$ cat src/hw/rtl/fwpd_pkg.sv
package fwpd_pkg;

    localparam int DEPTH_DEFAULT = 16;

    localparam int CMD_W  = 3;
    localparam int DATA_W = 32;
    localparam int POS_W  = 7;
    localparam int STAT_W = 2;
    localparam int OCC_W  = 7;

    localparam logic [CMD_W-1:0] CMD_PUSH   = 3'd0;
    localparam logic [CMD_W-1:0] CMD_POP    = 3'd1;
    localparam logic [CMD_W-1:0] CMD_DELETE = 3'd2;
    localparam logic [CMD_W-1:0] CMD_INSERT = 3'd3;
    localparam logic [CMD_W-1:0] CMD_DUMP   = 3'd4;

    localparam logic [STAT_W-1:0] ST_OK     = 2'd0;
    localparam logic [STAT_W-1:0] ST_EMPTY  = 2'd1;
    localparam logic [STAT_W-1:0] ST_BADPOS = 2'd2;
    localparam logic [STAT_W-1:0] ST_FULL   = 2'd3;

    typedef enum logic [3:0] {
        S_IDLE,
        S_DECODE,
        S_POP_HEAD,
        S_SH_RD,
        S_SH_WR,
        S_INS_RD,
        S_INS_WR,
        S_DUMP_RD,
        S_DUMP_OUT,
        S_EMIT
    } state_t;

endpackage

$ cat src/hw/rtl/fifo_with_positional_delete_top.sv
// Bounded queue of signed 32-bit words with pop, push, positional delete,
// grouped front insert and dump.
// The command channel (s_*) takes one transaction while s_ready is high; the
// block then works on it alone and drops s_ready until its last result has
// been handed to the result register. The result channel (m_*) gives one
// transaction per command, or one per stored word for a dump, with m_last
// set on the final one.
// Each moved word takes a read state and then a write state in the walk over
// the word store. Push and unknown commands go straight to the result; pop
// reads the head and then shifts every later word down, delete shifts the
// words above the position down, front insert shifts the words from the
// offset up and then writes the new word, and a dump reads and hands out each
// word in turn. s_ready rises again in the cycle after the last result is loaded.
// A stalled receiver holds the result register; the block keeps working
// until it has a further result to load and then waits.
// Reset clears the count, the insert offset and the handshakes; the store
// itself is not cleared, since only entries below the count are ever read.
module fifo_with_positional_delete_top
    import fwpd_pkg::*;
#(
    parameter int DEPTH = DEPTH_DEFAULT
) (
    input  logic                     aclk,
    input  logic                     aresetn,
    input  logic                     s_valid,
    output logic                     s_ready,
    input  logic [CMD_W-1:0]         s_cmd,
    input  logic signed [DATA_W-1:0] s_value,
    input  logic [POS_W-1:0]         s_position,
    input  logic                     s_first_in_group,
    output logic                     m_valid,
    input  logic                     m_ready,
    output logic signed [DATA_W-1:0] m_data_out,
    output logic [STAT_W-1:0]        m_status,
    output logic [OCC_W-1:0]         m_occupancy,
    output logic                     m_last
);

    localparam int AW = (DEPTH > 1) ? $clog2(DEPTH) : 1;
    localparam int CW = $clog2(DEPTH + 1);
    localparam logic [CW-1:0] FULL_COUNT = CW'(DEPTH);

    logic [DATA_W-1:0] mem [DEPTH];
    logic [DATA_W-1:0] rdata_reg;

    state_t state_reg, state_next;
    logic [CW-1:0] count_reg, count_next;
    logic [CW-1:0] goff_reg, goff_next;
    logic [CW-1:0] idx_reg, idx_next;
    logic [CW-1:0] at_reg, at_next;
    logic [CMD_W-1:0] cmd_reg, cmd_next;
    logic [DATA_W-1:0] value_reg, value_next;
    logic [POS_W-1:0] pos_reg, pos_next;
    logic first_reg, first_next;
    logic [DATA_W-1:0] res_data_reg, res_data_next;
    logic [STAT_W-1:0] res_status_reg, res_status_next;

    logic m_valid_reg, m_valid_next;
    logic [DATA_W-1:0] m_data_reg, m_data_next;
    logic [STAT_W-1:0] m_status_reg, m_status_next;
    logic [OCC_W-1:0] m_occ_reg, m_occ_next;
    logic m_last_reg, m_last_next;

    logic rd_en, wr_en;
    logic [AW-1:0] raddr, waddr;
    logic [DATA_W-1:0] wdata;

    logic out_free;
    logic [CW-1:0] idx_inc, idx_dec, offset;

    assign s_ready     = (state_reg == S_IDLE);
    assign m_valid     = m_valid_reg;
    assign m_data_out  = m_data_reg;
    assign m_status    = m_status_reg;
    assign m_occupancy = m_occ_reg;
    assign m_last      = m_last_reg;

    assign out_free = !m_valid_reg || m_ready;
    assign idx_inc  = idx_reg + CW'(1);
    assign idx_dec  = idx_reg - CW'(1);
    assign offset   = first_reg ? '0 : goff_reg;

    always_ff @(posedge aclk) begin
        if (wr_en) begin
            mem[waddr] <= wdata;
        end
        if (rd_en) begin
            rdata_reg <= mem[raddr];
        end
    end

    always_ff @(posedge aclk) begin
        if (!aresetn) begin
            state_reg   <= S_IDLE;
            count_reg   <= '0;
            goff_reg    <= '0;
            m_valid_reg <= 1'b0;
        end else begin
            state_reg   <= state_next;
            count_reg   <= count_next;
            goff_reg    <= goff_next;
            m_valid_reg <= m_valid_next;
        end
        idx_reg        <= idx_next;
        at_reg         <= at_next;
        cmd_reg        <= cmd_next;
        value_reg      <= value_next;
        pos_reg        <= pos_next;
        first_reg      <= first_next;
        res_data_reg   <= res_data_next;
        res_status_reg <= res_status_next;
        m_data_reg     <= m_data_next;
        m_status_reg   <= m_status_next;
        m_occ_reg      <= m_occ_next;
        m_last_reg     <= m_last_next;
    end

    always_comb begin
        state_next      = state_reg;
        count_next      = count_reg;
        goff_next       = goff_reg;
        idx_next        = idx_reg;
        at_next         = at_reg;
        cmd_next        = cmd_reg;
        value_next      = value_reg;
        pos_next        = pos_reg;
        first_next      = first_reg;
        res_data_next   = res_data_reg;
        res_status_next = res_status_reg;
        m_valid_next    = m_valid_reg && !m_ready;
        m_data_next     = m_data_reg;
        m_status_next   = m_status_reg;
        m_occ_next      = m_occ_reg;
        m_last_next     = m_last_reg;
        rd_en           = 1'b0;
        raddr           = idx_reg[AW-1:0];
        wr_en           = 1'b0;
        waddr           = idx_reg[AW-1:0];
        wdata           = rdata_reg;

        case (state_reg)
            S_IDLE: begin
                if (s_valid) begin
                    cmd_next   = s_cmd;
                    value_next = s_value;
                    pos_next   = s_position;
                    first_next = s_first_in_group;
                    state_next = S_DECODE;
                end
            end
            S_DECODE: begin
                res_data_next   = '0;
                res_status_next = ST_OK;
                state_next      = S_EMIT;
                case (cmd_reg)
                    CMD_PUSH: begin
                        if (count_reg == FULL_COUNT) begin
                            res_status_next = ST_FULL;
                        end else begin
                            wr_en      = 1'b1;
                            waddr      = count_reg[AW-1:0];
                            wdata      = value_reg;
                            count_next = count_reg + CW'(1);
                        end
                    end
                    CMD_POP: begin
                        if (count_reg == '0) begin
                            res_data_next   = '1;
                            res_status_next = ST_EMPTY;
                        end else begin
                            rd_en      = 1'b1;
                            raddr      = '0;
                            idx_next   = '0;
                            state_next = S_POP_HEAD;
                        end
                    end
                    CMD_DELETE: begin
                        if (pos_reg == '0 || pos_reg >= POS_W'(count_reg)) begin
                            res_status_next = ST_BADPOS;
                        end else begin
                            idx_next   = CW'(pos_reg);
                            state_next = S_SH_RD;
                        end
                    end
                    CMD_INSERT: begin
                        // The offset restarts on a group's first word even if
                        // the word itself is then dropped.
                        goff_next = offset;
                        if (count_reg == FULL_COUNT) begin
                            res_status_next = ST_FULL;
                        end else begin
                            at_next    = (offset > count_reg) ? count_reg : offset;
                            idx_next   = count_reg;
                            state_next = S_INS_RD;
                        end
                    end
                    CMD_DUMP: begin
                        if (count_reg == '0) begin
                            res_status_next = ST_EMPTY;
                        end else begin
                            idx_next   = '0;
                            state_next = S_DUMP_RD;
                        end
                    end
                    default: begin
                        res_status_next = ST_OK;
                    end
                endcase
            end
            S_POP_HEAD: begin
                res_data_next = rdata_reg;
                state_next    = S_SH_RD;
            end
            S_SH_RD: begin
                if (idx_inc < count_reg) begin
                    rd_en      = 1'b1;
                    raddr      = idx_inc[AW-1:0];
                    state_next = S_SH_WR;
                end else begin
                    count_next = count_reg - CW'(1);
                    state_next = S_EMIT;
                end
            end
            S_SH_WR: begin
                wr_en      = 1'b1;
                waddr      = idx_reg[AW-1:0];
                wdata      = rdata_reg;
                idx_next   = idx_inc;
                state_next = S_SH_RD;
            end
            S_INS_RD: begin
                if (idx_reg > at_reg) begin
                    rd_en      = 1'b1;
                    raddr      = idx_dec[AW-1:0];
                    state_next = S_INS_WR;
                end else begin
                    wr_en      = 1'b1;
                    waddr      = at_reg[AW-1:0];
                    wdata      = value_reg;
                    count_next = count_reg + CW'(1);
                    goff_next  = at_reg + CW'(1);
                    state_next = S_EMIT;
                end
            end
            S_INS_WR: begin
                wr_en      = 1'b1;
                waddr      = idx_reg[AW-1:0];
                wdata      = rdata_reg;
                idx_next   = idx_dec;
                state_next = S_INS_RD;
            end
            S_DUMP_RD: begin
                rd_en      = 1'b1;
                raddr      = idx_reg[AW-1:0];
                state_next = S_DUMP_OUT;
            end
            S_DUMP_OUT: begin
                // The read data register holds its word until the result
                // register has room for it.
                if (out_free) begin
                    m_valid_next  = 1'b1;
                    m_data_next   = rdata_reg;
                    m_status_next = ST_OK;
                    m_occ_next    = OCC_W'(count_reg);
                    m_last_next   = (idx_inc == count_reg);
                    if (idx_inc == count_reg) begin
                        state_next = S_IDLE;
                    end else begin
                        idx_next   = idx_inc;
                        state_next = S_DUMP_RD;
                    end
                end
            end
            S_EMIT: begin
                if (out_free) begin
                    m_valid_next  = 1'b1;
                    m_data_next   = res_data_reg;
                    m_status_next = res_status_reg;
                    m_occ_next    = OCC_W'(count_reg);
                    m_last_next   = 1'b1;
                    state_next    = S_IDLE;
                end
            end
            default: begin
                state_next = S_IDLE;
            end
        endcase
    end

endmodule

$ cat config.mk
export PLATFORM = sky130hd
export DESIGN_NAME = fifo_with_positional_delete_top
export DESIGN_NICKNAME = d
export VERILOG_FILES = /design/src/hw/rtl/fwpd_pkg.sv /design/src/hw/rtl/fifo_with_positional_delete_top.sv
export SDC_FILE = /design/constraint.sdc
export NUM_CORES = 1
export LEC_CHECK = 0
export BUFFER_PORTS_ARGS = -buffer_cell sky130_fd_sc_hd__buf_2
export CAP_MARGIN = 20
export CORE_MARGIN = 2
export CORE_UTILIZATION = 25
export DETAILED_ROUTE_END_ITERATION = 10
export GPL_TIMING_DRIVEN = 0
export MAX_ROUTING_LAYER = met4
export PLACE_DENSITY_LB_ADDON = 0.1
export SKIP_LAST_GASP = 1
export SYNTH_ARGS = -nofsm -noshare
export SYNTH_HDL_FRONTEND = slang
export SYNTH_SLANG_ARGS = --single-unit
$ cat constraint.sdc
create_clock -name aclk -period 4.78 [get_ports aclk]
set_clock_uncertainty 0.1 [all_clocks]
set_input_delay 0 -clock aclk [delete_from_list [all_inputs] [get_ports aclk]]
set_output_delay 0 -clock aclk [all_outputs]
set_load 0.03 [all_outputs]
==> impl_metrics.json, run 1 <==
{
  "path_clk_slew_ns": 0.06,
  "drc": 0,
  "synthCells": 1799,
  "synth_area_leaders": "edfxtp_1 70%, mux2i_1 4.6%, mux2_2 4.4%",
  "area_growth_pct": 22.7,
  "n_fill_cell": 11300,
  "wirelength_mm": 84.2,
  "avgSynthCellArea_um2": 15.9,
  "cellPowerDensity_nw_per_um2": 492,
  "cts-root-buf": "clkbuf_16",
  "yosysSeqAreaShare_pct": 71.4,
  "clock_latency_ns": 0.64,
  "layout_min_cycle_time_ns": 4.56,
  "yosysMostFrequentCell": "edfxtp_1",
  "dieArea_um2": 117000,
  "grt_start_max_net_pins": 33,
  "worst-setup-path-type": "reg -> reg",
  "ys.flop_type": "edfxtp_1",
  "fin_util_pct": 30.8,
  "status": "finished, final reports clean",
  "synth_top_area_share_pct": 70.3,
  "seqCellArea_um2": 20400,
  "core_area_um2": 114000,
  "cts_sinks": 686,
  "setup_violations": 0,
  "synthArstFlopShare_pct": 0,
  "ioPinCount": 91,
  "power.total_mw": 17.3,
  "core.rowCount": 124,
  "start_kind": "register",
  "yosys_register_bits": 686,
  "cp_data_arrival_time_ns": 4.80,
  "holdCritPathClass": "in -> reg",
  "antenna_found_initial": 3,
  "largest_reg_flops": 512,
  "cts_buffer_depth": 3,
  "cts_made_buffers": 83,
  "grt_pass1_wl_mm": 121,
  "whs_path_depth": 3,
  "start_util_pct": 25.1,
  "first_pass_iters": 7,
  "cp-end-kind": "register",
  "multiInputGateArea_um2": 7570,
  "place_congestion": 0.772,
  "fin_hold_ws_ns": 0.136,
  "synth-edff-count": 671,
  "synth.distinct_cells": 67,
  "hold_violations": 0,
  "chipWidth_um": 342,
  "synth_top_area_cell": "edfxtp_1",
  "die_y_um": 342,
  "grt_pass1_vias": 16600,
  "drtIter0Drc": 875,
  "cp.required_ns": 5.02,
  "r2r_cells": 14,
  "htree_levels": 3,
  "ir_drop_v": 0.000268,
  "ant_nets": 0,
  "synth_common_cells": "671 x edfxtp_1, 231 x nand2_1, 132 x mux2i_1, 132 x o211ai_1, 112 x mux2_2",
  "gr-total-overflow": 0,
  "tightest_slew_ns": 1.14,
  "fin_setup_tns_ns": 0,
  "drive_gt1_share_pct": 19.6,
  "finalCritPeriodShare_pct": 95.4,
  "slew-limit-headroom_pct": 23.9,
  "synth_area_um2": 28600,
  "slew_violations": 0,
  "p_leak_nw": 11.9,
  "num_vias": 16000,
  "fmax_mhz": 219,
  "largest_register": "mem",
  "grt_usage_pct": 14.8,
  "rsz0062_at_grt": "false",
  "cap_violations": 0,
  "synth_warnings": 0,
  "cts_tree": "built",
  "io_buffers": 88,
  "avgRoutedWirePerCell_um": 23.0,
  "dp_hpwl_mm": 57.0,
  "viasPerCell": 4.37,
  "fin_nets": 2160,
  "worst-path-max-fanout": 10
}
==> worst max-delay path, stage by stage (launching register included) <==
cell	delay (ns)
edfxtp_1	0.60
ha_1	0.40
nand3_1	0.14
xnor2_1	0.18
ha_1	0.35
nand2_1	0.07
a21o_1	0.20
and2_1	0.15
buf_2	0.15
o311ai_4	0.51
buf_6	0.29
buf_6	0.21
mux2_1	0.35
o211ai_1	0.30
nand4_1	0.23
==> layout make-up <==
class	count	area share (%)
flip-flops and latches	686	58.2
multi-input cells	991	21.5
clock buffers	109	6.31
well taps	1512	5.38
repair buffers	201	5.21
plain buffers	102	2.08
clock inverters	44	1.09
inverters	21	0.224
diodes	2	0.0142
==> power by group <==
part           internal, mW  total (mW)  switching, mW  leakage, nW
registers              7.15        7.29          0.140         6.21
logic                  1.33        3.92           2.59         4.42
clock network          3.59        6.10           2.51         1.26
==> layer usage <==
metal | track usage (%) | vias up | share of wire, %
met3 | 2.43 | 113 | 4.1
li1 | - | 7547 | -
met4 | 3.82 | 0 | 1.9
met1 | 19.0 | 8038 | 46
met2 | 24.2 | 322 | 48
met5 | - | - | 0
==> through the flow <==
stage	setup slack, ns	area, µm²	std cells
after floorplan	0.652	28600	1800
after global placement	-2.43	31000	3400
final	0.220	35200	3668
after global routing	0.00245	35200	3666
after CTS	0.0613	35100	3662
after detailed placement	-0.282	31500	3419
==> final timing paths <==
path | from | endpoint | slack, ns
worst min register to register | goff_reg[4] | goff_reg[4] | 0.35
worst max-delay path | idx_reg[0] | rdata_reg[31] | 0.22
worst min-delay path | aresetn | goff_reg[4] | 0.14
worst max register to register | idx_reg[0] | rdata_reg[31] | 0.22
==> placed cells by master, fill, tap and decap left out, drive strengths merged, types with 4 or more instances in the layout <==
cell type,instances
edfxtp,671
nand2,232
mux2,196
clkbuf,167
buf,154
o211ai,132
mux2i,132
dlygate4sd3,90
nor2,46
nand4,35
clkinv,33
ha,26
inv,25
a21oi,24
o21ai,19
nor2b,18
dfxtp,15
nand3,11
nor3,10
and2,10
xnor2,9
a22oi,9
a21o,8
nand2b,7
a21boi,7
bufinv,6
or2,5
a221oi,4
and3,4
==> what timing repair did <==
action	4_1_cts	5_1_grt
hold endpoints to repair	78	0
buffers inserted	0	4
endpoints found under the setup margin	32	93
hold buffers	90	0
gates resized for setup	16	26
pin swaps	0	3
==> cells by family after synthesis <==
family          after synthesis  synth area share [%]
compound gates              231                  5.91
buf+inv                     123                  2.70
flops                       686                  71.4
mux                         328                  12.3
xor+xnor                     12                 0.367
simple gates                391                  6.10
other cells                   1                0.0131
fa+ha+maj                    27                  1.21
No activity file was read; power rests on OpenSTA's default activity.
==> run 2, diff against run 1 <==
CAP_MARGIN = 40   (was 20)
GPL_TIMING_DRIVEN = default   (was 0)
clock period = 5.05 ns   (was 4.78 ns; I/O delays follow)
==> impl_metrics.json, run 2 (synthesis gave the netlist of run 1 again) <==
{
  "num_vias": 16100,
  "p_leak_nw": 11.8,
  "fin_nets": 2107,
  "status": "finished, final reports clean",
  "fmax_mhz": 231,
  "htree_levels": 3,
  "cts_tree": "built",
  "final_cell_mix": "671 x edfxtp_1, 231 x nand2_1, 132 x o211ai_1, 132 x mux2i_1, 112 x mux2_2",
  "cts_made_buffers": 84,
  "wirelength_mm": 80.9,
  "hold_path_startpoint": "aresetn",
  "viasPerCell": 4.46,
  "io_buffers": 88,
  "clockPowerShare_pct": 37.2,
  "layout_min_cycle_time_ns": 4.33,
  "netSwitchingFraction_pct": 29.0,
  "finalCritPeriodShare_pct": 85.8,
  "area_growth_pct": 22.0,
  "cts_sinks": 686,
  "r2r_end": "rdata_reg[12]",
  "start_util_pct": 25.1,
  "critical_path.top_delay_family": "compound AO/OA/AOI/OAI gates",
  "reg2reg_slack_ns": 0.72,
  "first_pass_iters": 5,
  "largest_register": "mem",
  "cp_data_arrival_time_ns": 4.61,
  "fin_util_pct": 30.6,
  "slew_violations": 0,
  "r2r-start": "idx_reg[0]",
  "path_clk_slew_ns": 0.06,
  "ioPinCount": 91,
  "rsz0062_at_grt": "false",
  "r2r_cells": 13,
  "clock_latency_ns": 0.64,
  "largest_reg_flops": 512,
  "ir_drop_v": 0.000279,
  "grt_pass1_wl_mm": 118,
  "ant_nets": 0,
  "worst_path_max_delay_cell": "edfxtp_1",
  "cp-end-kind": "register",
  "dp_hpwl_mm": 46.6,
  "cp.required_ns": 5.33,
  "gr-total-overflow": 0,
  "path_cells": "ha_1, nand3_1, xnor2_1, ha_1, nand2_1, a21o_1, and2_1, o311ai_4, buf_12, buf_12, mux2_1, o211ai_1, nand4_1",
  "hold_violations": 0,
  "fin_setup_tns_ns": 0,
  "drive_gt1_share_pct": 20.3,
  "comb_power_share_pct": 20.1,
  "drtIter0Drc": 945,
  "cpPeakStageDelay_ns": 0.56,
  "diodes": 0,
  "final_common_cell": "edfxtp_1",
  "dieArea_um2": 117000,
  "grt_pass1_vias": 16600,
  "setup_violations": 0,
  "hold_end": "goff_reg[1]",
  "slew-limit-headroom_pct": 47.5,
  "chipWidth_um": 342,
  "worst-setup-path-type": "reg -> reg",
  "cts_buffer_depth": 3,
  "place_congestion": 0.788,
  "cap_violations": 0,
  "die_y_um": 342,
  "holdCritPathClass": "in -> reg",
  "start_kind": "register",
  "grt_usage_pct": 14.2,
  "sequentialPowerShare_pct": 42.7,
  "cts-root-buf": "clkbuf_16",
  "whs_path_depth": 3,
  "n_fill_cell": 11300,
  "core.rowCount": 124,
  "cp.buffers_inverters": 2,
  "netSwitchingPower_mw": 4.71,
  "tightest_slew_ns": 0.787,
  "worst-path-max-fanout": 58,
  "core_area_um2": 114000,
  "antenna_found_initial": 4,
  "grt_start_max_net_pins": 97,
  "internal_power_mw": 11.5,
  "drc": 0,
  "avgRoutedWirePerCell_um": 22.4,
  "fin_hold_ws_ns": 0.230,
  "cellPowerDensity_nw_per_um2": 465
}
==> run 2: area by class of cell <==
cell class,count,area (µm²),area share (%)
tap,1512,1890,5.41
clock buffer,107,2300,6.59
timing repair buffer,249,2160,6.18
multi-input combinational,991,7610,21.8
clock inverter,48,452,1.29
inverter,21,78.8,0.226
sequential,686,20400,58.5
==> run 2: tightest hold or removal path, stage by stage <==
cell and delay, ns:
dlygate4sd3_1 0.53, buf_2 0.23, nor2b_1 0.17
==> run 2: worst max path at each step <==
stage,start,end,slack [ns],depth (start not counted)
finish,idx_reg[0],rdata_reg[12],0.72,13
global route,idx_reg[1],rdata_reg[20],0.47,13
CTS,idx_reg[1],rdata_reg[12],0.73,13
detailed placement,idx_reg[1],rdata_reg[12],0.74,13
global placement,idx_reg[1],rdata_reg[24],0.81,13
floorplan,idx_reg[4],mem[0][0],0.92,9
==> run 2: stage by stage <==
step	setup slack [ns]	power [mW]	cells	instance area, µm²
after floorplan	0.922	9.26	1800	28600
after global placement	0.808	10.3	3365	31200
after detailed placement	0.739	10.4	3369	31300
after CTS	0.728	16.6	3614	34900
after global routing	0.468	17.0	3614	34900
final	0.719	16.3	3614	34900
==> run 2: what timing repair did <==
| item | in CTS | in global routing |
|---|---|---|
| setup buffers | 0 | 0 |
| resized for setup | 0 | 0 |
| hold endpoints to repair | 75 | 0 |
| hold buffers | 90 | 0 |
==> run 2: routing by layer <==
layer	GRT usage (%)	vias to the layer above	part of all wire, %
li1	-	7442	-
met5	-	-	0
met1	19.3	8257	48
met4	3.81	0	1.9
met2	22.2	317	47
met3	2.12	112	3.8
==> run 2: power groups by stage <==
stage | clock (mW) | combinational, mW | sequential (mW)
after floorplan | 0 | 2.20 | 7.06
after global placement | 0 | 3.25 | 7.07
after CTS | 6.26 | 3.36 | 6.95
after global routing | 6.48 | 3.59 | 6.98
after detailed placement | 0 | 3.29 | 7.07
final | 6.04 | 3.26 | 6.95
